<file path="src/sv/fbpa_ram.sv">
// Generic single-write, single-read RAM with a registered read port.
// No dependencies.
`default_nettype none

module fbpa_ram #(
	parameter int WIDTH = 8,
	parameter int DEPTH = 16
) (
	input  wire logic                     clk,
	input  wire logic                     we,
	input  wire logic [$clog2(DEPTH)-1:0] waddr,
	input  wire logic [WIDTH-1:0]         wdata,
	input  wire logic                     re,
	input  wire logic [$clog2(DEPTH)-1:0] raddr,
	output      logic [WIDTH-1:0]         rdata
);

	logic [WIDTH-1:0] mem [DEPTH];

	always_ff @(posedge clk) begin
		if (we) begin
			mem[waddr] <= wdata;
		end
		if (re) begin
			rdata <= mem[raddr];
		end
	end

endmodule

`default_nettype wire

</file>
<file path="config.mk">
export PLATFORM = sky130hd
export DESIGN_NAME = fbpa_ram
export DESIGN_NICKNAME = d
export VERILOG_FILES = /design/src/sv/fbpa_ram.sv
export SDC_FILE = /design/constraint.sdc
export NUM_CORES = 1
export LEC_CHECK = 0
export BUFFER_PORTS_ARGS = -buffer_cell sky130_fd_sc_hd__clkbuf_2
export CORE_MARGIN = 2
export CORE_UTILIZATION = 50
export CTS_BUF_LIST = sky130_fd_sc_hd__clkbuf_16
export DETAILED_ROUTE_END_ITERATION = 10
export GPL_TIMING_DRIVEN = 0
export PLACE_DENSITY_LB_ADDON = 0.25
export REMOVE_ABC_BUFFERS = 1
export SYNTH_ARGS = -nofsm -noshare
export SYNTH_HDL_FRONTEND = slang
export SYNTH_SLANG_ARGS = --single-unit
</file>
<file path="constraint.sdc">
create_clock -name clk -period 2.35 [get_ports clk]
set_input_delay 0.235 -clock clk [delete_from_list [all_inputs] [get_ports clk]]
set_output_delay 0.235 -clock clk [all_outputs]
set_load 0.03 [all_outputs]
</file>
=== Yosys cells after proc, flatten, opt, wreduce, memory -nomap -nowiden ===
Memories as Yosys holds them, arrays and structs flattened. A register that Yosys moved wholly into a read port is not among the register bits.
Index checks and enable logic that the tools add are counted.

* Register bits after elaboration: 0
* RAM bits: 128
* Logic and storage cells: 3
* Memories kept: 1

{| class="wikitable"
|+ Memory list
! name !! depth !! bits a word !! rd ports !! clocked after Yosys merged registers in !! wr ports !! line !! source
|-
| mem || 16 || 8 || 1 || 1 || 1 || 18 || <nowiki>logic [WIDTH-1:0] mem [DEPTH];</nowiki>
|}

* Multiplexer cells: 2

{| class="wikitable"
|+ Operators by type and width
! kind !! count
|-
| $mux 1 || 2
|}

=== Logic depth before layout (Yosys ltp) ===
Gate-level depths: netlist (run 1).

* Word-level depth: 2
* Gate-level depth with buffers: 5
* Gate-level depth less buffers: 3

=== Least setup slack after synthesis (run 1) ===
OpenSTA, ideal clock, no wires.

* Kind: in2reg
* Start: input port waddr[2]
* End: memory mem[0][0], enable pin
* Library setup time: 383 ps
* Data arrival time: 1345 ps
* Required time: 1967 ps
* Slack: 622 ps
* Stages: 2
* Path through: or3b_2 -> nor3_1

{| class="wikitable"
|+ RTL lines
! item !! line !! source
|-
| start: declaration || 11 || <nowiki>input wire logic [$clog2(DEPTH)-1:0] waddr,</nowiki>
|-
| end: declaration || 18 ||
|}

No word-level cell before the write port.

==> reports/summary.json, run 1 <==
{
  "synth_async_sr_flop_share": 0,
  "slowest_stage": "clkbuf_2",
  "worst_hold_path_type": "input pin to flop",
  "power.leakage_uw": 0.00201,
  "fp.coreArea_mm2": 0.0102,
  "nets": 284,
  "clock_insertion_delay_worst_skew_ps": 410,
  "clk_pin_slew_ps": 60,
  "drt_iter0_drc": 207,
  "dpl.hpwl_mm": 5.39,
  "crit_path_cell_trace": "clkbuf_2 -> mux4_1 -> a22oi_1 -> nand2_1",
  "drt-total-wl_mm": 9.17,
  "tritoncts_clock_tree": "yes",
  "htree_num_levels": 4,
  "grt_antenna_before_repair": 0,
  "timing.critical_path.required_ps": 2480,
  "first_global_vias": 2418,
  "wire_per_inst_um": 22.1,
  "synthMostInstantiatedCell": "edfxtp_1",
  "power_density_mw_per_mm2": 939,
  "postCtsResizedCells": 0,
  "syn_inst": 229,
  "io-pin-count": 27,
  "layout.core_utilization": 0.594,
  "detailedRoute.firstPassIterationCount": 4,
  "holdBufCountCts": 0,
  "ctsRootBufferMaster": "clkbuf_16",
  "drtAntennaViolNets": 0,
  "post-synth-top-area-cell": "edfxtp_1",
  "setup_ws_pre_cts_ps": -206,
  "cp-start-kind": "input pin",
  "fill_cells": 715,
  "timing.clock.skew_ps": 7.70,
  "final_max_slew_viol_count": 0,
  "max_slew_margin": 0.200,
  "antenna_cells": 0,
  "gpl.final_weighted_congestion": 0.722,
  "setup_repair_after_global_routing_missed_its_margin": "false",
  "synth_top_area_frac": 0.781,
  "start_util": 0.511,
  "ys_seq_elements": 136,
  "yosys.cell_types.count": 18,
  "grt_remaining_overflow": 0,
  "drc": 0,
  "grt_pass1_wl_mm": 14.0,
  "drive_above_1_share": 0.281,
  "irDropWorstVdd_mv": 0.437,
  "timing.final.ws_setup_ps": 279,
  "finalHoldViolCount": 0,
  "die_outline_area_mm2": 0.0113,
  "syn_to_final_growth_pct": 16.2,
  "worst_setup_path_end_kind": "flop",
  "critPathKind": "input pin to flop",
  "synth_flop_cell": "edfxtp_1",
  "synth_top_cells_by_area": "edfxtp_1 (78%), mux4_2 (7.8%), mux4_1 (7.0%), a22oi_1 (2.3%), nor2_1 (0.93%)",
  "synth_area_per_cell_um2": 22.8,
  "vias_after_detailed_routing": 2315,
  "maxCapViolCount": 0,
  "synth-edff-count": 136,
  "mappedNetlistArea_mm2": 0.00523,
  "ys.warnings.count": 0,
  "routed_via_density": 5.59,
  "final.min_clock_period_ps": 2070,
  "overall_track_demand_over_capacity_in_global_routing": 0.179,
  "post_cts_buffers": 0,
  "cts_made_buffers": 17,
  "transition_time_at_the_pin_with_the_least_slew_margin_ps": 1200,
  "cts_num_sinks": 136,
  "run_status": "finished clean",
  "largest_net_degree_at_the_start_of_global_routing": 33,
  "yosysSeqAreaShare": 0.781,
  "crit_path_max_fanout": 32,
  "highest_clock_rate_ghz": 0.483,
  "std_cell_rows": 37,
  "io_buffers": 26,
  "chipHeight_um": 106,
  "yosys-top-cells-count": "edfxtp_1 (136), mux4_2 (18), a22oi_1 (16)",
  "finalCritPeriodShare": 0.881,
  "die_extent_in_x_um": 106,
  "cp_data_arrival_time_ps": 2200,
  "slowest_delay_ps": 870,
  "setup_viol": 0,
  "cts-root-to-sink-buffers": 2
}
==> registers in the layout, summed over array words and instances (netlist names) <==
register / count
rdata: 8
mem: 128
==> placed cells by master (no fill, tap or decap), types with 3 or more instances in the layout <==
cell type / instances
edfxtp_1: 136
clkbuf_2: 26
mux4_2: 18
clkbuf_16: 17
a22oi_1: 16
mux4_1: 14
nor2_1: 13
nand2_1: 9
clkinvlp_4: 4
bufinv_16: 4
nor3_2: 3
clkinv_2: 3
==> cell type report <==
class	instances	area, um^2	area share
Clock inverter	15	185	0.0305
Sequential cell	136	4080	0.672
Clock buffer	17	425	0.0700
Multi-Input combinational cell	83	1070	0.177
Tap cell	136	170	0.0280
Timing Repair Buffer	27	138	0.0227
==> metal layers <==
metal / wire, um / global-route usage / up-vias
met5: 0 / 0 / -
met4: 106 / 0.0705 / 0
met3: 433 / 0.0552 / 10
met2: 4570 / 0.269 / 65
met1: 4060 / 0.249 / 1185
li1: - / - / 1055
==> power by group <==
group	internal [uW]	leakage [uW]	total [uW]	switching [uW]
clock network	1760	0.000291	2700	948
logic	94.7	0.000487	254	159
registers	2730	0.00124	2750	11.3
total	4590	0.00201	5700	1120
==> path summary, 6_finish.rpt <==
kind	start	endpoint	slack (ps)	depth (start not counted)
worst max-delay path	raddr[0]	rdata[1]	280	4
worst min-delay path	re	rdata[7]	180	1
worst max register to register	mem[11][1]	rdata[1]	810	3
worst min register to register	mem[15][5]	rdata[5]	750	3
==> per-stage QoR <==
stage          power [uW]  cells  hold WS [ps]  setup TNS (ps)  area (um^2)
2_1_floorplan        2930    219           334               0         5140
3_3_place_gp         3050    381           593           -2350         5440
3_5_place_dp         3050    382           598           -1200         5460
4_1_cts              5750    414           167               0         6070
5_1_grt              5870    414           176               0         6070
6_report             5700    414           180               0         6070
==> worst max-delay path: cells and delay by family <==
family	cells	cell delay, ps
AOI/OAI and AO/OA	1	270
and+or+nand+nor	1	140
buffers and inverters	1	870
muxes	1	670
==> logic make-up (layout without fill, tap and decap cells) <==
logic type / Yosys count / in the layout / synth area share
and+or+nand+nor: 35 / 35 / 0.0314
buffers and inverters: 10 / 59 / 0.0165
AOI/OAI and AO/OA: 16 / 16 / 0.0230
muxes: 32 / 32 / 0.148
DFF: 136 / 136 / 0.781
Note: power is estimated with default switching activity, not from simulation.
==> inputs of run 2 (changes only) <==
--- a/config.mk
+++ b/config.mk
@@ -12,7 +12,6 @@
 export DETAILED_ROUTE_END_ITERATION = 10
 export GPL_TIMING_DRIVEN = 0
 export PLACE_DENSITY_LB_ADDON = 0.25
-export REMOVE_ABC_BUFFERS = 1
 export SYNTH_ARGS = -nofsm -noshare
 export SYNTH_HDL_FRONTEND = slang
 export SYNTH_SLANG_ARGS = --single-unit
==> run 2 against run 1 <==
Compared with the run above: cell count rose by 2.2%; die area stayed put; total power shrank 4.8%; largest cell class unchanged; worst hold slack worse by 1.3 ps; global-route usage increased by 0.88 points; critical path depth shrank 1; core utilization hardly changed; wire length rose by 2.8%.
==> reports/summary.json, run 2 (synthesized netlist as in run 1, its figures left out) <==
{
  "final.min_clock_period_ps": 1570,
  "tritoncts_clock_tree": "yes",
  "io-pin-count": 27,
  "gpl.final_weighted_congestion": 0.722,
  "power.total_uw": 5430,
  "drive_above_1_share": 0.282,
  "fill_cells": 711,
  "cp-start-kind": "input pin",
  "grt_antenna_before_repair": 0,
  "timing.critical_path.required_ps": 2370,
  "irDropWorstVdd_mv": 0.453,
  "drtAntennaViolNets": 0,
  "largest_register_ff_count": 128,
  "holdBufCountCts": 0,
  "io_buffers": 25,
  "vias_after_detailed_routing": 2327,
  "highest_clock_rate_ghz": 0.636,
  "power.leakage_uw": 0.00205,
  "layout.cells.most_common": "edfxtp_1",
  "antenna_cells": 0,
  "setup_viol": 0,
  "syn_to_final_growth_pct": 16.2,
  "transition_time_at_the_pin_with_the_least_slew_margin_ps": 1280,
  "die_extent_in_x_um": 106,
  "first_global_vias": 2457,
  "drc": 0,
  "most-common-layout-cells": "edfxtp_1 (136), clkbuf_2 (25), mux4_2 (18)",
  "chipHeight_um": 106,
  "grt_remaining_overflow": 0,
  "postPlaceCellArea_mm2": 0.00552,
  "std_cell_rows": 37,
  "worst_setup_path_end_kind": "flop",
  "fp.coreArea_mm2": 0.0102,
  "final_max_slew_viol_count": 0,
  "cts-root-to-sink-buffers": 2,
  "dpl.hpwl_mm": 5.94,
  "final_cell_area_mm2": 0.00608,
  "net_count_synth": 248,
  "grt_pass1_wl_mm": 14.5,
  "cts_made_buffers": 17,
  "detailedRoute.firstPassIterationCount": 5,
  "post_cts_buffers": 0,
  "registers.top_by_ff_count": "mem",
  "clock_insertion_delay_worst_skew_ps": 410,
  "run_status": "finished clean",
  "finalHoldViolCount": 0,
  "largest_net_degree_at_the_start_of_global_routing": 17,
  "finalCritPeriodShare": 0.669,
  "wire_per_inst_um": 22.3,
  "finalSetupTns_ps": 0,
  "reg.largest.list": "mem (128), rdata (8)",
  "timing.final.ws_setup_ps": 777,
  "timing.clock.skew_ps": 5.06,
  "drt-total-wl_mm": 9.42,
  "max_slew_margin": 0.143,
  "start_util": 0.511,
  "crit_path_max_fanout": 8,
  "die_outline_area_mm2": 0.0113,
  "worst_hold_path_type": "input pin to flop",
  "nets": 293,
  "overall_track_demand_over_capacity_in_global_routing": 0.188,
  "critPathKind": "input pin to flop",
  "setup_ws_pre_cts_ps": 59.7,
  "drt_iter0_drc": 166,
  "cp_data_arrival_time_ps": 1590,
  "cts_num_sinks": 136,
  "power_density_mw_per_mm2": 894,
  "clk_pin_slew_ps": 50,
  "setup_repair_after_global_routing_missed_its_margin": "false",
  "routed_via_density": 5.50,
  "maxCapViolCount": 0,
  "ctsRootBufferMaster": "clkbuf_16",
  "postCtsResizedCells": 0,
  "htree_num_levels": 4
}
## run 2: cell count changes in the layout (fill, tap and decap cells not counted)
cell / previous run / this run
clkinv_2: 3 / 6
clkdlybuf4s25_2: 0 / 3
clkinv_1: 2 / 3
bufinv_16: 4 / 2
inv_1: 1 / 3
nor3_1: 1 / 4
clkinvlp_4: 4 / 1
clkbuf_2: 26 / 25
clkinv_4: 1 / 0
clkbuf_4: 0 / 1
buf_2: 0 / 3
nor3_2: 3 / 0
buf_6: 0 / 3
## run 2: area by class of cell
class,instances,area (um^2),share of cell area
timing repair buffer,26,133,0.0218
multi-input combinational,83,1060,0.174
buffer,10,86.3,0.0142
sequential,136,4080,0.672
tap,136,170,0.0280
clock buffer,17,425,0.0700
clock inverter,15,120,0.0198
## run 2: through the flow
stage	std cells	hold WS (ps)	utilization
floorplan	229	334	-
global placement	390	589	0.540
detailed placement	390	603	0.540
CTS	422	169	0.593
global route	423	183	0.594
finish	423	179	0.594
## run 2: routing by layer
| metal | vias to the layer above | part of all wire | track usage |
|---|---|---|---|
| met2 | 78 | 0.50 | 0.284 |
| met5 | - | 0 | 0 |
| met4 | 0 | 0.013 | 0.0733 |
| met3 | 7 | 0.064 | 0.0582 |
| met1 | 1170 | 0.42 | 0.259 |
| li1 | 1072 | - | - |
## run 2: final timing paths
check | from | end | slack [ps] | cells after the start
hold / removal | re | rdata[4] | 180 | 1
setup reg to reg | mem[4][2] | rdata[2] | 810 | 3
hold reg to reg | mem[8][4] | rdata[4] | 760 | 3
setup / recovery | waddr[2] | mem[8][4] | 780 | 3
## run 2: worst max-delay path, stage by stage
cell and delay, ps:
clkbuf_2 100, nand3b_1 240, nor3_1 1010
## run 2: power breakdown
part / switching, uW / internal (uW) / total, uW
Clock: 888 / 1520 / 2410
Sequential: 11.6 / 2740 / 2750
Combinational: 169 / 105 / 274
