$ cat src/sv/fbpa_pkg.sv
// Package for the fixed block pool allocator: widths, status and register
// codes, FSM states and the structs passed between the submodules.
// No dependencies.
`default_nettype none

package fbpa_pkg;

	// Pool geometry
	localparam int MAX_BLOCKS = 1024;
	localparam int LINK_BYTES = 8;
	localparam int IDX_W      = $clog2(MAX_BLOCKS);     // block index
	localparam int DEPTH_W    = $clog2(MAX_BLOCKS + 1); // stack depth, fresh index

	// Field widths
	localparam int RAW_W    = 17;
	localparam int ALIGN_W  = 4;
	localparam int CNT_W    = 11;
	localparam int REQ_W    = 17;
	localparam int OFF_W    = 26;
	localparam int LIVE_W   = 11;
	localparam int STATUS_W = 3;
	localparam int SIZE_W   = 18;                // effective size, up to 2^17
	localparam int LIMIT_W  = SIZE_W + CNT_W;    // size * count
	localparam int PROD_W   = SIZE_W + IDX_W;    // index * size
	localparam int DIV_CNT_W = $clog2(IDX_W + 1);

	// Stream and register port widths
	localparam int S_TDATA_W = 48;
	localparam int S_TUSER_W = 2;
	localparam int M_TDATA_W = 48;
	localparam int APB_DW    = 32;
	localparam int APB_AW    = 4;

	// Reset values of the registers
	localparam logic [RAW_W-1:0]   RAW_RST   = RAW_W'(64);
	localparam logic [ALIGN_W-1:0] ALIGN_RST = ALIGN_W'(3);
	localparam logic [CNT_W-1:0]   CNT_RST   = CNT_W'(1024);
	localparam logic [SIZE_W-1:0]  SIZE_RST  = SIZE_W'(64);

	localparam logic [LIVE_W-1:0]  LIVE_MAX  = {LIVE_W{1'b1}};

	typedef enum logic {
		OP_ALLOC   = 1'b0,
		OP_RELEASE = 1'b1
	} op_t;

	typedef enum logic [STATUS_W-1:0] {
		STS_ALLOCATED  = 3'd0,
		STS_RELEASED   = 3'd1,
		STS_EXHAUSTED  = 3'd2,
		STS_TOO_LARGE  = 3'd3,
		STS_NULL       = 3'd4,
		STS_OUTSIDE    = 3'd5,
		STS_MISALIGNED = 3'd6
	} status_t;

	typedef enum logic [1:0] {
		REG_RAW_BYTES = 2'd0,
		REG_ALIGN     = 2'd1,
		REG_COUNT     = 2'd2
	} reg_idx_t;

	typedef enum logic [2:0] {
		ST_IDLE,
		ST_CHECK,
		ST_POP,
		ST_MUL,
		ST_DIV,
		ST_OUT
	} state_t;

	// Derived pool configuration
	typedef struct packed {
		logic [SIZE_W-1:0] size;   // effective block size in bytes
		logic [CNT_W-1:0]  count;  // usable block count
	} cfg_t;

	// Divider status
	typedef struct packed {
		logic busy;
		logic done;
	} div_stat_t;

	// Decision taken in the check state
	typedef struct packed {
		logic    reject;
		logic    pop;
		logic    fresh;
		logic    divide;
		status_t code;
	} chk_t;

endpackage

`default_nettype wire

$ cat src/sv/fbpa_cfg.sv
// Register port of the pool allocator: holds the three registers and derives
// the effective block size and usable block count. Depends on fbpa_pkg.
`default_nettype none

module fbpa_cfg (
	input  wire logic                          clk,
	input  wire logic                          arst_n,
	input  wire logic                          psel,
	input  wire logic                          penable,
	input  wire logic                          pwrite,
	input  wire logic [fbpa_pkg::APB_AW-1:0]   paddr,
	input  wire logic [fbpa_pkg::APB_DW-1:0]   pwdata,
	output      logic [fbpa_pkg::APB_DW-1:0]   prdata,
	output      logic                          pready,
	output      fbpa_pkg::cfg_t                cfg
);

	logic [fbpa_pkg::RAW_W-1:0]   raw_q;
	logic [fbpa_pkg::ALIGN_W-1:0] align_q;
	logic [fbpa_pkg::CNT_W-1:0]   count_q;
	fbpa_pkg::cfg_t               cfg_q;
	fbpa_pkg::reg_idx_t           sel;
	logic                         wr;
	logic [fbpa_pkg::RAW_W-1:0]   link_min;
	logic [fbpa_pkg::SIZE_W-1:0]  amask;
	logic [fbpa_pkg::SIZE_W-1:0]  rounded;
	logic [fbpa_pkg::CNT_W-1:0]   usable;

	assign pready = 1'b1;
	assign sel    = fbpa_pkg::reg_idx_t'(paddr[3:2]);
	assign wr     = psel && penable && pwrite;

	// Register writes
	always_ff @(posedge clk or negedge arst_n) begin
		if (!arst_n) begin
			raw_q   <= fbpa_pkg::RAW_RST;
			align_q <= fbpa_pkg::ALIGN_RST;
			count_q <= fbpa_pkg::CNT_RST;
		end else if (wr) begin
			unique case (sel)
				fbpa_pkg::REG_RAW_BYTES: raw_q   <= pwdata[fbpa_pkg::RAW_W-1:0];
				fbpa_pkg::REG_ALIGN:     align_q <= pwdata[fbpa_pkg::ALIGN_W-1:0];
				fbpa_pkg::REG_COUNT:     count_q <= pwdata[fbpa_pkg::CNT_W-1:0];
				default: ;
			endcase
		end
	end

	// Read back
	always_comb begin
		prdata = '0;
		unique case (sel)
			fbpa_pkg::REG_RAW_BYTES: prdata = fbpa_pkg::APB_DW'(raw_q);
			fbpa_pkg::REG_ALIGN:     prdata = fbpa_pkg::APB_DW'(align_q);
			fbpa_pkg::REG_COUNT:     prdata = fbpa_pkg::APB_DW'(count_q);
			default:                 prdata = '0;
		endcase
	end

	// Effective size: at least one link, rounded up to the alignment
	always_comb begin
		link_min = (raw_q < fbpa_pkg::RAW_W'(fbpa_pkg::LINK_BYTES))
			? fbpa_pkg::RAW_W'(fbpa_pkg::LINK_BYTES) : raw_q;
		amask    = (fbpa_pkg::SIZE_W'(1) << align_q) - fbpa_pkg::SIZE_W'(1);
		rounded  = (fbpa_pkg::SIZE_W'(link_min) + amask) & ~amask;
		usable   = (count_q > fbpa_pkg::CNT_W'(fbpa_pkg::MAX_BLOCKS))
			? fbpa_pkg::CNT_W'(fbpa_pkg::MAX_BLOCKS) : count_q;
	end

	always_ff @(posedge clk or negedge arst_n) begin
		if (!arst_n) begin
			cfg_q.size  <= fbpa_pkg::SIZE_RST;
			cfg_q.count <= fbpa_pkg::CNT_RST;
		end else begin
			cfg_q.size  <= rounded;
			cfg_q.count <= usable;
		end
	end

	assign cfg = cfg_q;

endmodule

`default_nettype wire

$ cat config.mk
export PLATFORM = sky130hd
export DESIGN_NAME = fbpa_cfg
export DESIGN_NICKNAME = d
export VERILOG_FILES = /design/src/sv/fbpa_pkg.sv /design/src/sv/fbpa_cfg.sv
export SDC_FILE = /design/constraint.sdc
export NUM_CORES = 1
export LEC_CHECK = 0
export BUFFER_PORTS_ARGS = -buffer_cell sky130_fd_sc_hd__buf_2
export CORE_ASPECT_RATIO = 0.9
export CORE_MARGIN = 10
export CORE_UTILIZATION = 45
export DETAILED_ROUTE_END_ITERATION = 16
export PLACE_DENSITY = 0.72
export SLEW_MARGIN = 10
export SYNTH_ARGS = -nofsm -noshare
export SYNTH_HDL_FRONTEND = slang
export SYNTH_SLANG_ARGS = --single-unit
$ cat constraint.sdc
create_clock -name clk -period 4.04 [get_ports clk]
set_clock_uncertainty 0.1 [all_clocks]
set_input_delay 0.404 -clock clk [delete_from_list [all_inputs] [get_ports clk]]
set_output_delay 0.404 -clock clk [all_outputs]
set_load 0.02 [all_outputs]
Yosys cells after proc, flatten, opt, wreduce, memory -nomap -nowiden
Cells that the tools add are included.

cells by class
  add/subtract/negate cells = 2
  magnitude comparators = 2
  eq/ne operators = 2
  shift-type cells = 1
  muxes and demuxes = 3
  bitwise logic cells = 2
  reduce and logical (&&, ||, !) cells = 6

operators with widths
  kind                     count
  $pmux W17 S3             1
  $add A17 B18 Y18         1
  $and A18 B18 Y18         1
  $not A18 Y18             1
  $shl A1 B4 Y18 const A   1
  $sub A18 B2 Y18 const B  1
  $lt A17 B4 Y1 const B    1
  $mux W17                 1
  $gt A11 B11 Y1 const B   1
  $mux W11                 1
  $reduce_and A2 Y1        3
  $eq A2 B1 Y1 const B     1
  $eq A2 B2 Y1 const B     1
  $logic_and A1 B1 Y1      2
  $logic_not A2 Y1         1

storage, ports and cells
  bits in registers = 61
  input port bits = 41
  output and inout bits = 62
  word-level logic and storage cells = 23

Depth between registers and ports, before layout
  depth after elaboration = 4
  mapped depth = 16
  depth with buffers taken out = 14

Worst setup path after synthesis
Ideal clock, no wire load.

  path kind = register to register
  from = register align_q[2] in the netlist's numbering
  to = register cfg_q (netlist bit cfg[26])
  setup time = 0.127 ns
  arrival = 3.677 ns
  required time = 3.813 ns
  slack = 0.136 ns
  stages on the path, launching flop included = 17
  buffers on the path = 2
  period minus slack after synthesis = 3.904 ns
  path through = dfrtp_1 > clkbuf_1 > or2_2 > or3b_2 > ha_1 > or2_2 > o21ai_0 > a22o_1 > a22o_1 > ha_1 > clkbuf_1 > nand4_1 > nor3_1 > or3_1 > a211oi_2 > o21ai_1 > xor2_1

on the way
  longest elaborated chain between the ends = 4
  elaborated cells between the ends (all ways) = 5
  classes of those cells = 2 x add/sub; 1 x shift; 2 x bitwise

RTL lines
  what                                              RTL line        source
  start, declared                                   fbpa_cfg.sv:19  logic [fbpa_pkg::ALIGN_W-1:0] align_q;
  start signal, assigned                            fbpa_cfg.sv:37  align_q <= fbpa_pkg::ALIGN_RST;
  start signal, assigned                            fbpa_cfg.sv:42  fbpa_pkg::REG_ALIGN: align_q <= pwdata[fbpa_pkg::ALIGN_W-1:0];
  $shl A1 B4 Y18 *                                  fbpa_cfg.sv:64  amask = (fbpa_pkg::SIZE_W'(1) << align_q) - fbpa_pkg::SIZE_W'(1);
  $sub A18 B2 Y18 *                                 fbpa_cfg.sv:64
  $add A17 B18 Y18 or $not A18 Y18 (tied branches)  fbpa_cfg.sv:65  rounded = (fbpa_pkg::SIZE_W'(link_min) + amask) & ~amask;
  $and A18 B18 Y18 *                                fbpa_cfg.sv:65
  named net rounded, one bit                        fbpa_cfg.sv:26  logic [fbpa_pkg::SIZE_W-1:0] rounded;
  end, declared                                     fbpa_cfg.sv:21  fbpa_pkg::cfg_t cfg_q;

The timed path passes the listed nets; every way through them passes the cells marked *.
A chain may end at the register's enable or synchronous reset.

Worst setup path after layout
Same ends and word-level chain as after synthesis.

==> impl_results.md <==
- Wire per inst: approximately 16 µm
- Relative slew slack: 0.355
- Most frequent cells after synthesis: dfrtp_1 (55), mux2_2 (32), nor2_1 (30)
- Most frequent cell after synthesis: dfrtp_1
- Tot GR Track Use: 0.147
- Setup violators final: 0
- Post-Synthesis Cells: between 300 and 400
- Area contributors post-synth: dfrtp_1 (38%), mux2_2 (9.9%), ha_1 (5.8%)
- Final period utilization: 0.954
- CTS Buffer Depth: 2
- R2R Setup Slk: between 150 and 200 ps
- Area growth from synthesis to layout: 15.5%
- Hold path depth: 2
- RSZ-0062 raised after global routing: no
- Max-slew violation count: 0
- Initial DRT Pass Iterations: 4
- Num ports: 103
- Synth top area share: 0.376
- CTS buffer count: 9
- Final cell count without fillers: between 500 and 600
- Largest net degree at the start of global routing: 34
- Status: completed
- Clk slew on worst S/H paths: roughly 70 ps
- Synth Area in Adders: 0.0636
- Largest family of logic cells by synthesized area: simple AND/OR/NAND/NOR gates
- FFs w/ async S/R, synth: 1.00
- Drt total wl: 8520 µm
- Hold Startpoint: pwdata[16]
- Hold endpoint: raw_q[16]
- Simple logic cell fraction of the synthesized area: 0.179
- Antenna diode count: 0
- Kind of critical path: reg2reg
- Initial antenna violation count: 0
- Synth Area in Compound Gates: 0.101
- Post-DP Area: 4000 µm²
- XOR/XNOR Fraction of Synth Area: 0.0311
- CTS tree: done
- Tightest Pin Transition: around 970 ps
- Share of layout cells above drive strength 1: 0.351
- Register bit total from synthesis: between 60 and 70
- Min-delay worst type: in2reg
- Routability cong.: between 0.8 and 0.9
- Netlist Area Pre-Place: 3660 µm²
- Power per cell area: 646 nW/µm²
- Worst setup SP type: register
- Max cap viols: 0
- Die Wd: 115 µm
- Clk_lat worst skew: between 300 and 400 ps
- Count of cell types in the netlist: 53
- Vias in the first global route: between 2000 and 3000
- Setup tns final: 0 ps
- CP arrival: ~4000 ps
- Length in cells of the worst reg-to-reg path: 13
- Residual DRC: 0
- Core ar.: about 8000 µm²
- Register area share after synthesis: 0.419
- Number of H-tree branching levels: 3
- Crit path max fanout: 6
- Peak Freq: ~0.26 GHz
- Post-synthesis area per instance: about 10 µm²
- Nets: approximately 470
- First-pass GRT wire length: roughly 14000 µm
- Reg2Reg Launch Point: align_q[2]
- Min Hold Slack: between 150 and 200 ps
- Antenna-violating nets left: 0
- Starting Density: 0.458
- Row count: 31
- Final min period: 3850 ps
- Final Instance Area: ~4200 µm²
- CTS sink cnt: 61
- Chip Height: roughly 110 µm
- CP Data Required Time: 4170 ps
- Clk root buf: clkbuf_8
- Leakage: about 2.1 nW
- DIE AREA: 12100 µm²
- Filler Cell Count: just over 700
- Number of buffers added on ports: 69
- R2R Path End: cfg[26]
- Mux cell area share after synthesis: 0.134
- Detailed placement HPWL: around 6700 µm
- Peak supply drop: slightly above 0.3 mV
- Final hold violation count: 0
- CP Capture Type: register
- Number of synthesized flops with an enable pin: 0
- Main synth FF type: dfrtp_1
- Initial DRC count: approximately 130
- Total number of yosys warnings: 0
- DP Cell Count: approximately 500
- Vias/cell: between 5 and 6
- Grt ovf: 0
- Via Count: 2737
- Largest area contributor in the netlist: dfrtp_1
## cell usage in the layout (no fill, tap or decap), types with 4 or more instances in the layout
cell type,n
nand2_1,15
dfrtp_1,55
o21ai_0,7
and2_1,12
xor2_1,10
a21oi_1,5
nor2_1,30
buf_4,7
a21o_1,9
dfstp_2,6
buf_2,69
conb_1,18
mux2i_1,13
nor3b_1,4
mux2_2,32
clkbuf_8,9
nor2b_1,18
nand3_1,7
o21ai_1,5
ha_1,15
a31oi_1,5
nand2b_1,7
## report_power, final
part	switching (mW)	internal, mW
clock	0.259	0.286
sequential	0.113	0.799
combinational	0.744	0.528
## final cells by class
| type | instances | area (µm²) | share of cell area |
|---|---|---|---|
| multi-input cells | 262 | 1950 | 0.461 |
| flip-flops and latches | 61 | 1530 | 0.363 |
| repair buffers | 77 | 408 | 0.0966 |
| clock buffers | 9 | 124 | 0.0293 |
| well taps | 99 | 124 | 0.0293 |
| clock inverters | 7 | 76.3 | 0.0181 |
| inverters | 3 | 11.3 | 0.00267 |
## logic make-up (layout without fill, tap and decap cells)
group	Yosys count	after routing
simple gates	118	118
mux	45	45
compound gates	50	50
buf+inv	49	96
fa+ha+maj	18	18
xor+xnor	13	13
flops	61	61
other cells	2	18
## layer usage
metal  part of all wire  routed length (µm)  vias to the layer above  GRT usage
li1                   -                   -                     1318          -
met2               0.49                4160                       68      0.241
met5                  0                   0                        -          0
met4              0.013                 108                        0     0.0327
met3              0.071                 608                       13     0.0590
met1               0.43                3650                     1338      0.177
## timing repair
item | 4_1_cts | 5_1_grt
setup endpoints to repair | 0 | 5
hold buffers | 1 | 0
hold endpoints to repair | 24 | 0
resized for setup | 0 | 6
setup buffers | 0 | 0
## critical path: stages (launching register included)
cell and delay, ps:
dfrtp_1 370, or2_2 340, or3b_2 480, ha_2 240, or2_2 310, o21a_1 190
o21ai_2 150, ha_1 310, a21o_1 210, nor2b_1 130, or3_1 320, a211oi_2 330
o21ai_1 120, xor2_1 150
## registers in the layout, indices dropped and copies added (netlist names)
register	flops
raw_q	17
cfg	29
align_q	4
count_q	11
## how the worst max path moves through the flow
| stage | start | slack (ps) | endpoint |
|---|---|---|---|
| 4_1_cts | align_q[2] | 50 | cfg[26] |
| 6_report | align_q[2] | 190 | cfg[26] |
| 3_5_place_dp | align_q[2] | 80 | cfg[26] |
| 2_1_floorplan | align_q[2] | 140 | cfg[26] |
| 5_1_grt | align_q[2] | 40 | cfg[26] |
| 3_3_place_gp | align_q[2] | 120 | cfg[26] |
## stage by stage
step                 util  setup slack (ps)  power [mW]
floorplan               -               136        1.86
global placement    0.500               116        2.16
detailed placement  0.500              84.8        2.18
CTS                 0.526              51.6        2.74
global route        0.529              37.5        2.94
finish              0.529               187        2.73
(Power assumes the default switching activity.)
