<file path="config.mk">
export PLATFORM = sky130hd
export DESIGN_NAME = fbpa_div
export DESIGN_NICKNAME = d
export VERILOG_FILES = /design/src/sv/fbpa_pkg.sv /design/src/sv/fbpa_div.sv
export SDC_FILE = /design/constraint.sdc
export NUM_CORES = 1
export LEC_CHECK = 0
export BUFFER_PORTS_ARGS = -buffer_cell sky130_fd_sc_hd__buf_2
export CORE_MARGIN = 2
export CORE_UTILIZATION = 55
export CTS_CLUSTER_DIAMETER = 200
export DETAILED_ROUTE_END_ITERATION = 10
export MAX_ROUTING_LAYER = met4
export PLACE_DENSITY = 0.91
export SYNTH_ARGS = -nofsm -noshare
export SYNTH_HDL_FRONTEND = slang
export SYNTH_SLANG_ARGS = --single-unit
</file>
<file path="constraint.sdc">
create_clock -name clk -period 2.5 [get_ports clk]
set_input_delay 0.125 -clock clk [delete_from_list [all_inputs] [get_ports clk]]
set_output_delay 0.125 -clock clk [all_outputs]
set_load 0.02 [all_outputs]
</file>
<file path="src/sv/fbpa_pkg.sv">
// Package for the fixed block pool allocator: widths, status and register
// codes, FSM states and the structs passed between the submodules.
// No dependencies.
`default_nettype none

package fbpa_pkg;

	// Pool geometry
	localparam int MAX_BLOCKS = 1024;
	localparam int LINK_BYTES = 8;
	localparam int IDX_W      = $clog2(MAX_BLOCKS);     // block index
	localparam int DEPTH_W    = $clog2(MAX_BLOCKS + 1); // stack depth, fresh index

	// Field widths
	localparam int RAW_W    = 17;
	localparam int ALIGN_W  = 4;
	localparam int CNT_W    = 11;
	localparam int REQ_W    = 17;
	localparam int OFF_W    = 26;
	localparam int LIVE_W   = 11;
	localparam int STATUS_W = 3;
	localparam int SIZE_W   = 18;                // effective size, up to 2^17
	localparam int LIMIT_W  = SIZE_W + CNT_W;    // size * count
	localparam int PROD_W   = SIZE_W + IDX_W;    // index * size
	localparam int DIV_CNT_W = $clog2(IDX_W + 1);

	// Stream and register port widths
	localparam int S_TDATA_W = 48;
	localparam int S_TUSER_W = 2;
	localparam int M_TDATA_W = 48;
	localparam int APB_DW    = 32;
	localparam int APB_AW    = 4;

	// Reset values of the registers
	localparam logic [RAW_W-1:0]   RAW_RST   = RAW_W'(64);
	localparam logic [ALIGN_W-1:0] ALIGN_RST = ALIGN_W'(3);
	localparam logic [CNT_W-1:0]   CNT_RST   = CNT_W'(1024);
	localparam logic [SIZE_W-1:0]  SIZE_RST  = SIZE_W'(64);

	localparam logic [LIVE_W-1:0]  LIVE_MAX  = {LIVE_W{1'b1}};

	typedef enum logic {
		OP_ALLOC   = 1'b0,
		OP_RELEASE = 1'b1
	} op_t;

	typedef enum logic [STATUS_W-1:0] {
		STS_ALLOCATED  = 3'd0,
		STS_RELEASED   = 3'd1,
		STS_EXHAUSTED  = 3'd2,
		STS_TOO_LARGE  = 3'd3,
		STS_NULL       = 3'd4,
		STS_OUTSIDE    = 3'd5,
		STS_MISALIGNED = 3'd6
	} status_t;

	typedef enum logic [1:0] {
		REG_RAW_BYTES = 2'd0,
		REG_ALIGN     = 2'd1,
		REG_COUNT     = 2'd2
	} reg_idx_t;

	typedef enum logic [2:0] {
		ST_IDLE,
		ST_CHECK,
		ST_POP,
		ST_MUL,
		ST_DIV,
		ST_OUT
	} state_t;

	// Derived pool configuration
	typedef struct packed {
		logic [SIZE_W-1:0] size;   // effective block size in bytes
		logic [CNT_W-1:0]  count;  // usable block count
	} cfg_t;

	// Divider status
	typedef struct packed {
		logic busy;
		logic done;
	} div_stat_t;

	// Decision taken in the check state
	typedef struct packed {
		logic    reject;
		logic    pop;
		logic    fresh;
		logic    divide;
		status_t code;
	} chk_t;

endpackage

`default_nettype wire

</file>
<file path="src/sv/fbpa_div.sv">
// Restoring divider, one quotient bit per cycle, for offset / block size.
// The caller guarantees the quotient fits IDX_W bits. Depends on fbpa_pkg.
`default_nettype none

module fbpa_div (
	input  wire logic                          clk,
	input  wire logic                          arst_n,
	input  wire logic                          start,
	input  wire logic [fbpa_pkg::OFF_W-1:0]    dividend,
	input  wire logic [fbpa_pkg::SIZE_W-1:0]   divisor,
	output      fbpa_pkg::div_stat_t           stat,
	output      logic [fbpa_pkg::IDX_W-1:0]    quot,
	output      logic                          rem_zero
);

	logic [fbpa_pkg::SIZE_W-1:0]    rem_q;
	logic [fbpa_pkg::IDX_W-1:0]     shf_q;   // dividend low bits in, quotient bits out
	logic [fbpa_pkg::DIV_CNT_W-1:0] cnt_q;
	logic                           done_q;
	logic [fbpa_pkg::SIZE_W:0]      trial;
	logic [fbpa_pkg::SIZE_W:0]      diff;
	logic                           ge;

	assign trial = {rem_q, shf_q[fbpa_pkg::IDX_W-1]};
	assign diff  = trial - {1'b0, divisor};
	assign ge    = trial >= {1'b0, divisor};

	// Step counter and done pulse
	always_ff @(posedge clk or negedge arst_n) begin
		if (!arst_n) begin
			cnt_q  <= '0;
			done_q <= 1'b0;
		end else begin
			done_q <= (cnt_q == fbpa_pkg::DIV_CNT_W'(1));
			if (start) begin
				cnt_q <= fbpa_pkg::DIV_CNT_W'(fbpa_pkg::IDX_W);
			end else if (cnt_q != '0) begin
				cnt_q <= cnt_q - fbpa_pkg::DIV_CNT_W'(1);
			end
		end
	end

	// Partial remainder; high dividend bits are already below the divisor
	always_ff @(posedge clk) begin
		if (start) begin
			rem_q <= fbpa_pkg::SIZE_W'(dividend[fbpa_pkg::OFF_W-1:fbpa_pkg::IDX_W]);
			shf_q <= dividend[fbpa_pkg::IDX_W-1:0];
		end else if (cnt_q != '0) begin
			rem_q <= ge ? diff[fbpa_pkg::SIZE_W-1:0] : trial[fbpa_pkg::SIZE_W-1:0];
			shf_q <= {shf_q[fbpa_pkg::IDX_W-2:0], ge};
		end
	end

	assign stat.busy = (cnt_q != '0);
	assign stat.done = done_q;
	assign quot      = shf_q;
	assign rem_zero  = (rem_q == '0);

endmodule

`default_nettype wire

</file>
* Word-level counts from Yosys, hierarchy flattened
Index checks and enable logic that the tools add are counted.
** Storage, ports and cells
- Logic and storage cells :: 19
- Register bits :: 33
- Output and inout bits :: 13
** Cells by class
- Multiplexer cells :: 7
- Order comparisons :: 1
- Reductions and logical operators :: 3
- Equal/unequal tests :: 1
- $add $sub $neg :: 2
** Operators by type and width (count)
- two-way mux 16 bit :: 2
- two-way mux 10 bit :: 2
- >= comparator 19 x 18 -> 1 bit :: 1
- zero test 18 bit :: 1
- two-way mux 18 bit :: 1
- subtractor 18 bit :: 1
- two-way mux 4 bit :: 2
- == test 4 x 1 -> 1 bit, second input constant :: 1
- nonzero test 4 bit :: 1
- subtractor 4 x 1 -> 4 bit, second input constant :: 1
- nonzero test 2 bit :: 1

* Longest topological paths before layout
Gate-level depths: netlist (run 1).
- Word-level depth :: 4
- Depth in mapped cells :: 11
- Mapped depth without buffers :: 9

* Worst setup path before layout (run 1)
OpenSTA, ideal clock, no wires.
- Path type :: register -> register
- Start point :: register shf_q, in the netlist quot[9]
- End point :: register rem_q[14] in the netlist's numbering (data pin)
- Path slack :: 0.177 ns
- Arrival time :: 2.154 ns
- Cell stages (with the launch flop) :: 10
- Path through :: edfxtp_1 > inv_1 > ha_1 > fa_1 > nor2b_1 > o31ai_1 > a21o_1 > a31o_2 > xor2_1 > o31ai_1
** On the way
- Cells in the longest elaborated chain, start to end :: 4
- Elaborated cells on any way between the ends :: 5
- Classes of those cells :: 1 x add/sub; 1 x order compare; 3 x mux
** Ends and longest elaborated chain
- start: declaration :: line fbpa_div.sv:17 : logic [fbpa_pkg::IDX_W-1:0] shf_q;
- start signal: assignment :: line fbpa_div.sv:47 : shf_q <= dividend[fbpa_pkg::IDX_W-1:0];
- start signal: assignment :: line fbpa_div.sv:50 : shf_q <= {shf_q[fbpa_pkg::IDX_W-2:0], ge};
- subtractor 18 bit or >= comparator 19 x 18 -> 1 bit (tied branches) :: line fbpa_div.sv:25, fbpa_div.sv:26
- two-way mux 18 bit * :: line fbpa_div.sv:49 : rem_q <= ge ? diff[fbpa_pkg::SIZE_W-1:0] : trial[fbpa_pkg::SIZE_W-1:0];
- two-way mux 16 bit * :: line fbpa_div.sv:48 : end else if (cnt_q != '0) begin
- two-way mux 16 bit * :: line fbpa_div.sv:45 : if (start) begin
- end signal: assignment :: line fbpa_div.sv:46 : rem_q <= fbpa_pkg::SIZE_W'(dividend[fbpa_pkg::OFF_W-1:fbpa_pkg::IDX_W]);
- end signal: assignment :: line fbpa_div.sv:49
- end: declaration :: line fbpa_div.sv:16 : logic [fbpa_pkg::SIZE_W-1:0] rem_q;
Mark *: on every way between the ends. The rest lies on a longest branch, timed or not. The select of a mux whose other input is x is not followed.
A chain may end at the register's enable or synchronous reset.

* Worst setup path after layout (run 1)
- Start point :: register rem_q[13] in the netlist's numbering
- End point :: register rem_q[11] in the netlist's numbering (data pin)
** On the way
- Cells in the longest elaborated chain, start to end :: 4
** Ends and longest elaborated chain
- >= comparator 19 x 18 -> 1 bit :: line fbpa_div.sv:26 : assign ge = trial >= {1'b0, divisor};
- two-way mux 18 bit :: line fbpa_div.sv:49
- two-way mux 16 bit :: line fbpa_div.sv:48
- two-way mux 16 bit :: line fbpa_div.sv:45
No other way between the ends. The select of a mux whose other input is x is not followed.

==> results of run 1 <==
==> power groups by stage <==
stage / registers [mW] / logic [mW] / clock network [mW]
2_1_floorplan: 0.970 / 1.81 / 0
3_3_place_gp: 0.991 / 2.40 / 0
3_5_place_dp: 0.996 / 2.45 / 0
4_1_cts: 0.986 / 2.48 / 0.411
5_1_grt: 1.02 / 2.87 / 0.433
6_report: 1.00 / 2.64 / 0.405
==> stage by stage <==
stage           util  TNS [ps]  cell area (µm²)
4_1_cts        0.683         0             3530
2_1_floorplan      -         0             3000
5_1_grt        0.698     -31.4             3610
3_3_place_gp   0.664     -55.4             3430
6_report       0.698         0             3610
3_5_place_dp   0.664      -161             3430
==> worst min path at each step <==
stage,startpoint,slack (ps),to
after global routing,dividend[7],130,quot[7]
final,dividend[17],120,rem_q[7]
after global placement,arst_n,-60,done_q
after CTS,dividend[17],120,rem_q[7]
after detailed placement,arst_n,-50,done_q
after floorplan,arst_n,-170,cnt_q[0]
==> repair_timing <==
action | CTS | global route
gates cloned | 0 | 0
hold buffers | 1 | 0
pin swaps | 0 | 2
resized for setup | 1 | 17
endpoints found under the hold margin | 5 | 0
setup endpoints to repair | 4 | 16
==> worst reg2reg max path, cell delays in order, from the launching register on <==
cell and delay [ps]:
edfxtp_1 450, ha_1 430, nand3_1 220, nor3_2 240, nand2_1 150, a21oi_4 170, buf_4 180, nor4b_1 60
a221o_1 280
==> cell usage in the layout (no fill, tap or decap), drive strengths merged, types with 6 or more instances in the layout <==
cell type	instances
buf	84
a21oi	27
inv	26
edfxtp	26
nand2	21
ha	21
nor2	20
o21ai	13
mux2	10
nor3	10
xnor2	9
nand3	8
nor2b	8
nand2b	7
nor4	7
nand4b	6
a21o	6
a211oi	6
o311ai	6
==> layer usage <==
layer / part of all wire / GRT usage / vias to the layer above
li1: - / - / 1355
met1: 0.43 / 0.360 / 1322
met2: 0.48 / 0.454 / 147
met3: 0.073 / 0.0407 / 18
met4: 0.018 / 0.0875 / 0
met5: 0 / - / -
==> state kept, by name, summed over array words and instances (netlist names) <==
signal and count:
rem_q 18, quot 10, cnt_q 4, done_q 1
==> kinds of logic (layout without fill, tap and decap cells) <==
| family | count (synthesis) | count (layout) |
|---|---|---|
| mux | 10 | 10 |
| fa+ha+maj | 22 | 22 |
| xor+xnor | 14 | 14 |
| buf+inv | 45 | 119 |
| simple gates | 104 | 104 |
| flops | 33 | 33 |
| compound gates | 93 | 93 |
==> layout make-up <==
cell class | instances | area [µm²] | share of cell area
Multi-Input combinational cell | 243 | 1900 | 0.526
Sequential cell | 33 | 946 | 0.262
Timing Repair Buffer | 85 | 493 | 0.137
Inverter | 26 | 97.6 | 0.0270
Tap cell | 70 | 87.6 | 0.0243
Clock buffer | 5 | 68.8 | 0.0191
Clock inverter | 3 | 17.5 | 0.00485
==> summary.json, run 1 <==
{
  "final-hold-violation-count": {"value": 0},
  "cp.arrival": {"value": 2470, "unit": "ps"},
  "mappedNetlistNets": {"value": 390},
  "h_tree_depth_reported_by_cts": {"value": 2},
  "timing.critical_path.to": {"value": "rem_q[11]"},
  "dominantRegCellSynth": {"value": "edfxtp_1"},
  "timing_worst_slew_pin_value": {"value": 470, "unit": "ps"},
  "synth-edff-count": {"value": 26},
  "clock_sink_count": {"value": 33},
  "worst_setup_path_end_kind": {"value": "flop"},
  "syn_avg_cell_area": {"value": 9.34, "unit": "µm²"},
  "drt-initial-drc-count": {"value": 259},
  "combinationalPowerShare": {"value": 0.653},
  "die_area": {"value": 0.00606, "unit": "mm²"},
  "leakage": {"value": 1.55, "unit": "nW"},
  "floorplan.core_area": {"value": 0.00517, "unit": "mm²"},
  "clock_tree_from_tritoncts": {"value": "yes"},
  "total_detailed_routing_wirelength": {"value": 7930, "unit": "µm"},
  "maximum_number_of_pins_on_one_net_before_global_route_repair": {"value": 27},
  "placement.setup.worst_slack": {"value": -76.2, "unit": "ps"},
  "synth_top_cells_by_count": {"value": "26 x edfxtp_1, 26 x inv_1, 25 x a21oi_1, 21 x ha_1, 20 x nand2_1"},
  "synthCells": {"value": 321},
  "cellInternalPower": {"value": 2.17, "unit": "mW"},
  "multiplexer_share_of_the_synthesized_area": {"value": 0.0376},
  "cts_made_buffers": {"value": 5},
  "postCtsSetupRepairBufs": {"value": 0},
  "die_y": {"value": 77.8, "unit": "µm"},
  "fin_cells": {"value": 465},
  "setup_viol": {"value": 0},
  "regToRegEndpoint": {"value": "rem_q[11]"},
  "drc": {"value": 0},
  "grt_first_pass_wirelength": {"value": 13200, "unit": "µm"},
  "synth_top_area_frac": {"value": 0.260},
  "synth-seq-cells": {"value": 33},
  "yosys.area_share.simple": {"value": 0.193},
  "design.portCount": {"value": 60},
  "aggregate_global_route_resource_usage": {"value": 0.279},
  "final.setup_skew": {"value": 12.0, "unit": "ps"},
  "fin_hold_ws": {"value": 120, "unit": "ps"},
  "rr_startpoint": {"value": "rem_q[13]"},
  "vias_in_the_first_global_route": {"value": 2892},
  "worstSetupStartpointType": {"value": "flop"},
  "synth_area_in_compound_gates": {"value": 0.242},
  "post-place-cells": {"value": 456},
  "class_of_the_tightest_hold_or_removal_check": {"value": "input pin to flop"},
  "timing_max_transition_violations_final": {"value": 0},
  "fmaxAchievable": {"value": 410, "unit": "MHz"},
  "post_drt_wl_per_cell": {"value": 17.1, "unit": "µm"},
  "period_minus_slack": {"value": 2440, "unit": "ps"},
  "slew-limit-headroom": {"value": 0.687},
  "post-dp-hpwl": {"value": 6030, "unit": "µm"},
  "cpMaxStageDelayCell": {"value": "edfxtp_1"},
  "synth_top_family_by_area": {"value": "compound AO/OA/AOI/OAI gates"},
  "diodes": {"value": 0},
  "gr-total-overflow": {"value": 0},
  "seq_power_share": {"value": 0.247},
  "path_cells": {"value": "ha_1 -> nand3_1 -> nor3_2 -> nand2_1 -> a21oi_4 -> buf_4 -> nor4b_1 -> a221o_1"},
  "port_buffers": {"value": 59},
  "cts.reportedPaths.clkPinSlew": {"value": 80, "unit": "ps"},
  "total_power": {"value": 4.05, "unit": "mW"},
  "layout_setup_ws": {"value": 63.6, "unit": "ps"},
  "vdd_drop_max": {"value": 0.000532, "unit": "V"},
  "cts_max_path_buffers": {"value": 2},
  "die-width": {"value": 77.8, "unit": "µm"},
  "routabilityCongestion": {"value": 0.982},
  "worst_skew_pair.late_latency": {"value": 290, "unit": "ps"},
  "regToRegSetupSlack": {"value": 60, "unit": "ps"},
  "ys_seq_area_frac": {"value": 0.316},
  "fill_cells": {"value": 397},
  "critPathMaxStageDelay": {"value": 450, "unit": "ps"},
  "drt_pre_antenna_iters": {"value": 7},
  "yosysTopAreaCell": {"value": "edfxtp_1"},
  "worstPathMaxFanout": {"value": 7},
  "netlist-cell-type-count": {"value": 67},
  "detail_route.vias_per_cell": {"value": 6.11},
  "path_buf_inv": {"value": 1},
  "route.antenna.remaining_nets": {"value": 0},
  "power.switching_fraction": {"value": 0.464},
  "reg2reg_depth": {"value": 8},
  "initial_antenna_violation_count": {"value": 0},
  "worst-endpoint-required": {"value": 2540, "unit": "ps"},
  "fin_crit_sh": {"value": 0.975},
  "ys_warn_count": {"value": 0},
  "count_of_max_cap_constraint_violations": {"value": 0},
  "route.vias.total": {"value": 2842},
  "row_count": {"value": 26},
  "floorplan.initialDensity": {"value": 0.580},
  "yosys.area_share.adder": {"value": 0.0943},
  "clockPowerShare": {"value": 0.100},
  "hold-path-cell-count": {"value": 3},
  "syn_area": {"value": 0.00300, "unit": "mm²"},
  "area_growth_from_synthesis_to_layout": {"value": 20.4, "unit": "%"},
  "drive_above_1_share": {"value": 0.342},
  "critPathTopFamily": {"value": "simple AND/OR/NAND/NOR gates"},
  "timing.critical_path.from": {"value": "rem_q[13]"},
  "switching_power": {"value": 1.88, "unit": "mW"},
  "power-per-cell-area": {"value": 1120, "unit": "mW/mm²"},
  "synthXorXnorAreaFrac": {"value": 0.0409},
  "outcome": {"value": "complete, no violations"},
  "clock-root-buffer": {"value": "clkbuf_8"},
  "async_reset_ff_frac": {"value": 0.152},
  "path_class": {"value": "flop to flop"},
  "layout.nets": {"value": 463},
  "worst-path-stages": {"value": 8},
  "synth.area.top_cells": {"value": "edfxtp_1 26%, ha_1 8.8%, a21oi_1 4.2%, dfrtp_1 4.2%, mux2_2 3.8%"}
}
Power figures use the tool's default switching activity.
==> inputs of run 2 (changes only) <==
--- a/config.mk
+++ b/config.mk
@@ -5,13 +5,14 @@
 export SDC_FILE = /design/constraint.sdc
 export NUM_CORES = 1
 export LEC_CHECK = 0
+export ABC_AREA = 1
 export BUFFER_PORTS_ARGS = -buffer_cell sky130_fd_sc_hd__buf_2
 export CORE_MARGIN = 2
-export CORE_UTILIZATION = 55
+export CORE_UTILIZATION = 50
 export CTS_CLUSTER_DIAMETER = 200
 export DETAILED_ROUTE_END_ITERATION = 10
 export MAX_ROUTING_LAYER = met4
-export PLACE_DENSITY = 0.91
+export PLACE_DENSITY = 0.88
 export SYNTH_ARGS = -nofsm -noshare
 export SYNTH_HDL_FRONTEND = slang
 export SYNTH_SLANG_ARGS = --single-unit
==> constraint.sdc (replaced) <==
create_clock -name clk -period 2.17 [get_ports clk]
set_input_delay 0.1085 -clock clk [delete_from_list [all_inputs] [get_ports clk]]
set_output_delay 0.1085 -clock clk [all_outputs]
set_load 0.02 [all_outputs]
==> run 2 against run 1 <==
The run now ends with setup timing left. Maximum frequency increased by 11%. Final cell count grew 26%. Register-to-register slack lost 80 ps. Global-route usage fell by 1.4 points. Setup slack worse by 84 ps. Largest power group unchanged.
==> summary.json, run 2 <==
{
  "fmaxAchievable": {"value": 457, "unit": "MHz"},
  "worst_setup_path_end_kind": {"value": "flop"},
  "die_y": {"value": 80.5, "unit": "µm"},
  "synth.area.top_cells": {"value": "edfxtp_1 27%, nand2_1 21%, ha_1 9.0%, inv_1 7.6%, nand3_1 5.8%"},
  "design.portCount": {"value": 60},
  "async_reset_ff_frac": {"value": 0.152},
  "mappedNetlistNets": {"value": 491},
  "worstPathMaxFanout": {"value": 7},
  "largest_register_by_flop_count": {"value": "rem_q"},
  "gr-total-overflow": {"value": 0},
  "clock_tree_from_tritoncts": {"value": "yes"},
  "area_growth_from_synthesis_to_layout": {"value": 34.4, "unit": "%"},
  "yosysMostFrequentCell": {"value": "nand2_1"},
  "final-hold-violation-count": {"value": 0},
  "fin_hold_ws": {"value": 88.9, "unit": "ps"},
  "path_class": {"value": "flop to flop"},
  "combinationalPowerShare": {"value": 0.677},
  "timing_max_transition_violations_final": {"value": 0},
  "rsz0062_at_grt": {"value": "yes"},
  "worst_skew_pair.late_latency": {"value": 290, "unit": "ps"},
  "worst-endpoint-required": {"value": 2210, "unit": "ps"},
  "fin_crit_sh": {"value": 1.01},
  "syn_avg_cell_area": {"value": 6.93, "unit": "µm²"},
  "cts_made_buffers": {"value": 5},
  "h_tree_depth_reported_by_cts": {"value": 2},
  "cts.reportedPaths.clkPinSlew": {"value": 70, "unit": "ps"},
  "post_drt_wl_per_cell": {"value": 15.4, "unit": "µm"},
  "floorplan.core_area": {"value": 0.00557, "unit": "mm²"},
  "layout_common_cells": {"value": "157 x nand2_1, 59 x buf_2, 56 x inv_1"},
  "multi_input_area": {"value": 0.00198, "unit": "mm²"},
  "drc": {"value": 0},
  "syn_area": {"value": 0.00292, "unit": "mm²"},
  "switching_power": {"value": 2.52, "unit": "mW"},
  "synth_top_area_frac": {"value": 0.267},
  "maximum_number_of_pins_on_one_net_before_global_route_repair": {"value": 29},
  "die-width": {"value": 80.5, "unit": "µm"},
  "mostFrequentLayoutCell": {"value": "nand2_1"},
  "cellInternalPower": {"value": 2.87, "unit": "mW"},
  "routabilityCongestion": {"value": 0.968},
  "total_detailed_routing_wirelength": {"value": 9020, "unit": "µm"},
  "synth-edff-count": {"value": 26},
  "diodes": {"value": 0},
  "seq_power_share": {"value": 0.227},
  "power-per-cell-area": {"value": 1370, "unit": "mW/mm²"},
  "synth_top_cells_by_count": {"value": "165 x nand2_1, 59 x inv_1, 34 x nand3_1, 27 x nor2_1, 26 x edfxtp_1"},
  "clock_sink_count": {"value": 33},
  "layout.nets": {"value": 581},
  "count_of_max_cap_constraint_violations": {"value": 0},
  "outcome": {"value": "finished, violations left"},
  "leakage": {"value": 2.04, "unit": "nW"},
  "initial_antenna_violation_count": {"value": 0},
  "violations": {"value": "setup timing"},
  "vdd_drop_max": {"value": 0.000811, "unit": "V"},
  "final.setup_skew": {"value": 9.28, "unit": "ps"},
  "route.antenna.remaining_nets": {"value": 0},
  "drt-initial-drc-count": {"value": 309},
  "vias_in_the_first_global_route": {"value": 2936},
  "setup_viol": {"value": 3},
  "synthCells": {"value": 422},
  "fill_cells": {"value": 422},
  "synth-seq-cells": {"value": 33},
  "floorplan.initialDensity": {"value": 0.525},
  "cts_max_path_buffers": {"value": 2},
  "dominantRegCellSynth": {"value": "edfxtp_1"},
  "row_count": {"value": 27},
  "class_of_the_tightest_hold_or_removal_check": {"value": "input pin to flop"},
  "placement.setup.worst_slack": {"value": -12.7, "unit": "ps"},
  "layout_setup_ws": {"value": -20.2, "unit": "ps"},
  "ys_warn_count": {"value": 0},
  "aggregate_global_route_resource_usage": {"value": 0.265},
  "period_minus_slack": {"value": 2190, "unit": "ps"},
  "clockPowerShare": {"value": 0.096},
  "cp.arrival": {"value": 2230, "unit": "ps"},
  "die_area": {"value": 0.00648, "unit": "mm²"},
  "grt_first_pass_wirelength": {"value": 13100, "unit": "µm"},
  "yosysTopAreaCell": {"value": "edfxtp_1"},
  "regArea": {"value": 946, "unit": "µm²"},
  "clock-root-buffer": {"value": "clkbuf_8"},
  "largest_register_ff_count": {"value": 18},
  "ys_seq_area_frac": {"value": 0.323},
  "timing_worst_slew_pin_value": {"value": 512, "unit": "ps"},
  "port_buffers": {"value": 59},
  "detail_route.vias_per_cell": {"value": 5.52},
  "post-dp-hpwl": {"value": 5960, "unit": "µm"},
  "drt_pre_antenna_iters": {"value": 5},
  "netlist-cell-type-count": {"value": 33},
  "drive_above_1_share": {"value": 0.302},
  "slew-limit-headroom": {"value": 0.658},
  "worstSetupStartpointType": {"value": "flop"},
  "route.vias.total": {"value": 3232},
  "power.switching_fraction": {"value": 0.468}
}
run 2: cell families after synthesis:
kind of cell,count (synthesis),share of synthesized area
adders and majority gates,22,0.0967
AOI/OAI and AO/OA,21,0.0419
DFF,33,0.323
buffers and inverters,71,0.0993
and+or+nand+nor,265,0.409
xor gates and xnor gates,10,0.0300
run 2: critical path, cell delays in order (launching register included):
cell,delay [ps]
edfxtp_1,510
ha_4,350
nand2_2,60
inv_2,60
nand2_2,70
nor2_1,90
nand2_1,80
nand3_2,110
nand3_4,120
nand2_8,150
buf_6,140
nand2_2,60
nand3_2,70
nand2_1,70
run 2: final timing paths:
| kind | start | endpoint | slack, ps | cells after the start |
|---|---|---|---|---|
| worst max-delay path | rem_q[8] | rem_q[9] | -20 | 13 |
| worst min-delay path | dividend[5] | quot[5] | 90 | 3 |
| worst max register to register | rem_q[8] | rem_q[9] | -20 | 13 |
| worst min register to register | cnt_q[3] | done_q | 470 | 1 |
| max in group asynchronous | arst_n | cnt_q[0] | 1880 | 2 |
| min in group asynchronous | arst_n | cnt_q[2] | 150 | 2 |
run 2: layout make-up:
class,instances,share of cell area
clock inverters,1,0.00127
inverters,62,0.0592
flip-flops and latches,33,0.241
repair buffers,92,0.148
clock buffers,7,0.0245
well taps,72,0.0229
multi-input cells,318,0.504
run 2: repair_timing:
action / 4_1_cts / 5_1_grt
buffers inserted: 0 / 19
gates resized for setup: 3 / 56
pin swaps: 1 / 17
gates cloned: 0 / 1
hold buffers: 1 / 0
hold endpoints to repair: 5 / 0
endpoints found under the setup margin: 5 / 17
run 2: layer usage:
| metal | global-route usage | up-vias | wire [µm] | part of all wire |
|---|---|---|---|---|
| li1 | - | 1527 | - | - |
| met1 | 0.353 | 1453 | 3570 | 0.40 |
| met2 | 0.416 | 219 | 4290 | 0.48 |
| met3 | 0.0281 | 33 | 845 | 0.094 |
| met4 | 0.107 | 0 | 310 | 0.034 |
| met5 | - | - | 0 | 0 |
run 2: stage by stage:
stage / power (mW) / util / TNS [ps] / instance area, µm² / std cells
3_3_place_gp: 3.64 / 0.600 / 0 / 3340 / 556
5_1_grt: 5.72 / 0.705 / -835 / 3930 / 585
6_report: 5.39 / 0.705 / -26.3 / 3930 / 585
3_5_place_dp: 3.74 / 0.600 / -12.7 / 3340 / 556
4_1_cts: 4.32 / 0.623 / 0 / 3470 / 565
2_1_floorplan: 3.07 / - / 0 / 2920 / 422
run 2: power by group through the flow:
stage                     Clock, mW  Combinational [mW]  Sequential [mW]
after global placement            0                2.50             1.14
after CTS                     0.526                2.65             1.15
after global routing          0.548                3.93             1.24
after floorplan                   0                1.95             1.11
after detailed placement          0                2.59             1.15
final                         0.520                3.65             1.22
